$ cat src/hw/rtl/psue_pkg.sv
// Shared types, sizes and codes for the particle swarm update engine.
// No dependencies; psue_front, psue_back, the top level and the testbench import it.
package psue_pkg;

	localparam int MAX_PARTICLES = 64;
	localparam int MAX_DIMS      = 16;
	localparam int ELEMS         = MAX_PARTICLES * MAX_DIMS;
	localparam int PW  = (MAX_PARTICLES > 1) ? $clog2(MAX_PARTICLES) : 1;
	localparam int DW  = (MAX_DIMS > 1) ? $clog2(MAX_DIMS) : 1;
	localparam int EW  = (ELEMS > 1) ? $clog2(ELEMS) : 1;
	localparam int NDW = $clog2(MAX_DIMS + 1);

	localparam logic signed [31:0] FIT_MAX = 32'sh7FFF_FFFF;
	localparam logic signed [31:0] FIT_MIN = 32'sh8000_0000;

	localparam logic [2:0] ACT_BOUNDS = 3'd0;
	localparam logic [2:0] ACT_INIT   = 3'd1;
	localparam logic [2:0] ACT_UPDATE = 3'd2;
	localparam logic [2:0] ACT_REPORT = 3'd3;
	localparam logic [2:0] ACT_READ   = 3'd4;
	localparam logic [2:0] ACT_START  = 3'd5;

	localparam logic [2:0] CFG_SELF   = 3'd0;
	localparam logic [2:0] CFG_SWARM  = 3'd1;
	localparam logic [2:0] CFG_ISTART = 3'd2;
	localparam logic [2:0] CFG_ISLOPE = 3'd3;
	localparam logic [2:0] CFG_MUT    = 3'd4;
	localparam logic [2:0] CFG_NPART  = 3'd5;
	localparam logic [2:0] CFG_NDIM   = 3'd6;

	// decoded operations after range checks
	localparam logic [2:0] OP_NOP    = 3'd0;
	localparam logic [2:0] OP_BOUNDS = 3'd1;
	localparam logic [2:0] OP_INIT   = 3'd2;
	localparam logic [2:0] OP_UPDATE = 3'd3;
	localparam logic [2:0] OP_REPORT = 3'd4;
	localparam logic [2:0] OP_READ   = 3'd5;
	localparam logic [2:0] OP_START  = 3'd6;

	typedef struct packed {
		logic [2:0]         action;
		logic [5:0]         particle;
		logic [3:0]         dimension;
		logic signed [31:0] value_a;
		logic signed [31:0] value_b;
		logic [15:0]        draw_self;
		logic [15:0]        draw_swarm;
		logic [15:0]        draw_mutate;
		logic [15:0]        draw_reset;
		logic [15:0]        iteration;
		logic               first_report;
	} cmd_t;

	typedef struct packed {
		logic signed [31:0] position_out;
		logic signed [31:0] best_fitness;
		logic               personal_improved;
		logic               global_improved;
		logic               hit_lower;
		logic               hit_upper;
		logic               mutated;
	} result_t;

	typedef struct packed {
		logic [15:0]        self_confidence;
		logic [15:0]        swarm_confidence;
		logic signed [15:0] inertia_start;
		logic signed [31:0] inertia_slope;
		logic [15:0]        mutation_threshold;
		logic [6:0]         particles_in_use;
		logic [4:0]         dims_in_use;
	} cfg_t;

	typedef struct packed {
		logic [2:0]         op;
		logic [PW-1:0]      p;
		logic [DW-1:0]      d;
		logic [EW-1:0]      e;
		logic signed [31:0] va;
		logic signed [31:0] vb;
		logic [15:0]        draw_self;
		logic [15:0]        draw_swarm;
		logic [15:0]        draw_mutate;
		logic [15:0]        draw_reset;
		logic [15:0]        iter;
		logic               first;
	} item_t;

endpackage

$ cat src/hw/rtl/psue_front.sv
// Front end: accepts commands, range-checks and decodes them, queues them.
// Depends on psue_pkg.
module psue_front (
	input  logic             clk,
	input  logic             arst_n,
	input  logic             start,
	output logic             busy,
	input  psue_pkg::cmd_t   cmd,
	input  psue_pkg::cfg_t   cfg,
	input  logic             pop,
	output psue_pkg::item_t  head,
	output logic             head_valid
);
	import psue_pkg::*;

	localparam int QD = 2;

	item_t      cls;
	item_t      slot_q [QD];
	logic [1:0] cnt_q;
	logic       wr_q, rd_q;
	logic       push, p_use, d_use, d_ok;

	always_comb begin
		p_use = (32'(cmd.particle) < 32'(cfg.particles_in_use)) &&
			(32'(cmd.particle) < 32'(MAX_PARTICLES));
		d_ok  = 32'(cmd.dimension) < 32'(MAX_DIMS);
		d_use = d_ok && (32'(cmd.dimension) < 32'(cfg.dims_in_use));
		cls.p           = PW'(cmd.particle);
		cls.d           = DW'(cmd.dimension);
		cls.e           = EW'(32'(cmd.particle) * MAX_DIMS + 32'(cmd.dimension));
		cls.va          = cmd.value_a;
		cls.vb          = cmd.value_b;
		cls.draw_self   = cmd.draw_self;
		cls.draw_swarm  = cmd.draw_swarm;
		cls.draw_mutate = cmd.draw_mutate;
		cls.draw_reset  = cmd.draw_reset;
		cls.iter        = cmd.iteration;
		cls.first       = cmd.first_report;
		case (cmd.action)
			ACT_BOUNDS: cls.op = d_ok ? OP_BOUNDS : OP_NOP;
			ACT_INIT:   cls.op = (p_use && d_use) ? OP_INIT : OP_NOP;
			ACT_UPDATE: cls.op = (p_use && d_use) ? OP_UPDATE : OP_NOP;
			ACT_REPORT: cls.op = p_use ? OP_REPORT : OP_NOP;
			ACT_READ:   cls.op = d_ok ? OP_READ : OP_NOP;
			ACT_START:  cls.op = OP_START;
			default:    cls.op = OP_NOP;
		endcase
	end

	assign busy       = (cnt_q == 2'(QD));
	assign head_valid = (cnt_q != 2'd0);
	assign head       = slot_q[rd_q];
	assign push       = start && !busy;

	always_ff @(posedge clk or negedge arst_n) begin
		if (!arst_n) begin
			cnt_q <= 2'd0;
			wr_q  <= 1'b0;
			rd_q  <= 1'b0;
		end else begin
			if (push) begin
				wr_q <= ~wr_q;
			end
			if (pop) begin
				rd_q <= ~rd_q;
			end
			cnt_q <= cnt_q + 2'(push) - 2'(pop);
		end
	end

	always_ff @(posedge clk) begin
		if (push) begin
			slot_q[wr_q] <= cls;
		end
	end
endmodule

$ cat config.mk
export PLATFORM = sky130hd
export DESIGN_NAME = psue_front
export DESIGN_NICKNAME = d
export VERILOG_FILES = /design/src/hw/rtl/psue_pkg.sv /design/src/hw/rtl/psue_front.sv
export SDC_FILE = /design/constraint.sdc
export NUM_CORES = 1
export LEC_CHECK = 0
export BUFFER_PORTS_ARGS = -buffer_cell sky130_fd_sc_hd__buf_2
export CORE_ASPECT_RATIO = 0.8
export CORE_MARGIN = 1.5
export CORE_UTILIZATION = 28
export DETAILED_ROUTE_END_ITERATION = 10
export SYNTH_ARGS = -nofsm -noshare
export SYNTH_HDL_FRONTEND = slang
export SYNTH_SLANG_ARGS = --single-unit
$ cat constraint.sdc
create_clock -name clk -period 16.2 [get_ports clk]
set_input_delay 2.43 -clock clk [delete_from_list [all_inputs] [get_ports clk]]
set_output_delay 2.43 -clock clk [all_outputs]
set_load 0.005 [all_outputs]
==> impl_metrics.yaml <==
grt:
  grt_busiest_layer: "met2"
  met3_usage_pct: 3.96
  grt_max_degree: 66
  grt_use_met2_pct: 17.9
  grtUsageTotal_pct: 10.7
  grt_first_pass_wirelength_um: 37000
  first_global_vias: 6565
  use_met1_pct: 12.6
  antenna_found_initial: 0
  globalRouteOverflowTotal: 0
logic_synthesis:
  synthXorXnorAreaFrac_pct: 0.283
  ys_ff_latch: 320
  ys_seq_area_share_pct: 77.6
  avgSynthCellArea_um2: 22.1
  synth_compound_area_share_pct: 0.496
  yosysWarnings: 0
  synth_fa_ha_area_share_pct: 1.01
  netlist.area_leader.share_pct: 76.8
  synth_top_family_by_area: "multiplexers"
  synth_mux_area_share_pct: 17.4
  synthCells: 559
  yosys.area.top_type: "edfxtp_1"
  netlist_area_mm2: 0.0124
  synth_fp_nets: 839
  yosys.area_share.simple_pct: 0.810
  synthTopCellsByArea: "edfxtp_1 77%, mux2_4 12%, mux2_2 5.3%"
  synth_cell_types: 26
detailed_routing:
  num_vias: 6276
  ant_nets: 0
  drc: 0
  firstDrtPassIters: 4
  via_per_inst: 4.18
  totalWireLength_um: 25100
  drt_iter0_drc: 221
  wl_per_cell_um: 16.7
place:
  gp_congestion: 0.716
  place_hpwl_um: 16700
  portBuffers: 343
floorplan:
  boundaryPins: 440
  die_height_um: 191
  die_area_mm2: 0.0454
  initial_core_util_pct: 28.5
  core_mm2: 0.0433
  die_w_um: 238
  fp-row-count: 68
final_layout:
  drive_gt1_share_pct: 59.5
  fin_nets: 1198
  area_delta_synth_final_pct: 26.7
  num_antenna_cells: 0
worst_hold_path:
  holdCritPathClass: "reg -> reg"
  hp-start: "cnt_q[1]$_DFF_PN0_"
setup_path:
  crit_path_end_kind: "primary output"
  arrival_ns: 3.04
  critPathMaxFanout: 59
  r2r-start: "cnt_q[1]$_DFF_PN0_"
  crit_start: "rd_q$_DFFE_PN0P_"
  start_kind: "flip-flop"
  critPathKind: "reg -> out"
  cp.required_ns: 13.77
pwr:
  p_leak_uw: 0.00613
  power_uw: 2730
  powerDensity_mw_per_mm2: 174
  ir_worst_vdd_mv: 0.103
cts:
  cts_buffers: 35
  post_cts_buffers: 0
  holdBufCountCts: 0
  h-tree-depth: 2
  cts_sinks: 320
  clk_latency_ns: 0.52
  cts_tree: "yes"
  cts.reportedPaths.clkPinSlew_ns: 0.05
  post_cts_resized: 0
  cts_buffer_depth: 3
  root_buffer: "clkbuf_16"
timing:
  hold_viol: 0
  finClkSkew_ns: 0.00838
  finalCritPeriodShare_pct: 33.7
  fin_tns_setup_ns: 0
  final.min_clock_period_ns: 5.47
  clock.fmax_mhz: 183
  rsz0062_at_grt: "no"
  slew_headroom_pct: 37.2
  worst_pin_slew_ns: 0.942
  finalMaxSlewViolations: 0
  setup_viol: 0
job:
  maxCapViolations: 0
outcome:
  outcome: "complete, no violations"
==> Yosys cell counts <==
master and number:
a21oi_2 1, nand2_1 3, nand3b_1 1, nor2_1 1, nand2b_1 4, edfxtp_1 316
and4b_1 1, nor2b_1 2, buf_6 14, or2_2 1, xor2_1 1, ha_1 10
a21oi_1 5, mux2_4 100, dfrtp_1 4, inv_1 11, o21ai_0 3, buf_2 4
nand3_1 1, xnor2_1 3, o22ai_1 1, nand4_1 2, and3_1 1, a31oi_1 1
buf_4 10, mux2_2 58
==> where the power goes <==
group | internal (µW) | switching, µW | total, µW
sequential | 1130 | 74.0 | 1210
clock | 437 | 304 | 741
combinational | 414 | 362 | 776
==> path summary, 6_finish.rpt <==
check	slack (ns)	cells past startpoint	end
max in group asynchronous	14.35	1	rd_q$_DFFE_PN0P_
min in group asynchronous	1.71	1	wr_q$_DFFE_PN0P_
hold / removal	0.50	1	cnt_q[1]$_DFF_PN0_
setup reg to reg	13.00	4	slot_q[1][43]$_DFFE_PP_
setup / recovery	10.73	3	head[158]
hold reg to reg	0.50	1	cnt_q[1]$_DFF_PN0_
==> logic make-up after synthesis <==
kind of cell,count (synthesis)
compound gates,11
mux,158
fa+ha+maj,10
flops,320
buf+inv,39
xor+xnor,4
simple gates,17
==> placed cells by master, fill, tap and decap left out, drive strengths merged <==
master    Yosys  layout
nand4         2       2
clkinv        0       7
ha           10      10
mux2        158     158
and3          1       1
nor2          1       1
bufinv        0       1
o21ai         3       3
nand2b        4       4
nand3         1       1
nand2         3       3
clkinvlp      0       3
edfxtp      316     316
buf          28     350
clkbuf        0      48
and4b         1       1
inv          11      11
xnor2         3       3
or2           1       1
a31oi         1       1
o22ai         1       1
nand3b        1       1
nor2b         2       2
dfrtp         4       4
xor2          1       1
a21oi         6       6
==> flip-flops by register name, indices dropped and copies added (netlist names) <==
signal,count
slot_q,316
cnt_q,2
wr_q,1
rd_q,1
==> worst max-delay path, stage by stage, from the launching register on <==
cell and delay [ns]:
dfrtp_4 1.04, buf_4 0.84, mux2_2 0.45, buf_2 0.14
==> cell type report <==
cell class	count	area, µm²
Fill cell	4088	27700
Multi-Input combinational cell	200	2490
Timing Repair Buffer	350	1770
Clock buffer	48	977
Inverter	11	41.3
Clock inverter	11	83.8
Tap cell	560	701
Sequential cell	320	9590
==> per-layer routing <==
| metal | wire length (µm) | up-vias |
|---|---|---|
| li1 | - | 2908 |
| met1 | 10100 | 3076 |
| met2 | 12100 | 252 |
| met3 | 2330 | 40 |
| met4 | 594 | 0 |
| met5 | 0 | - |
==> per-stage QoR <==
stage	area (µm²)	setup WS, ns	instances	util, %	hold slack (ns)
2_1_floorplan	12400	6.44	559	-	0.460
3_3_place_gp	14600	10.91	1441	33.7	0.489
3_5_place_dp	14600	10.89	1441	33.7	0.499
4_1_cts	15700	10.57	1500	36.1	0.511
5_1_grt	15700	10.51	1500	36.1	0.534
6_report	15700	10.73	1500	36.1	0.505
No activity file was read; power rests on OpenSTA's default activity.
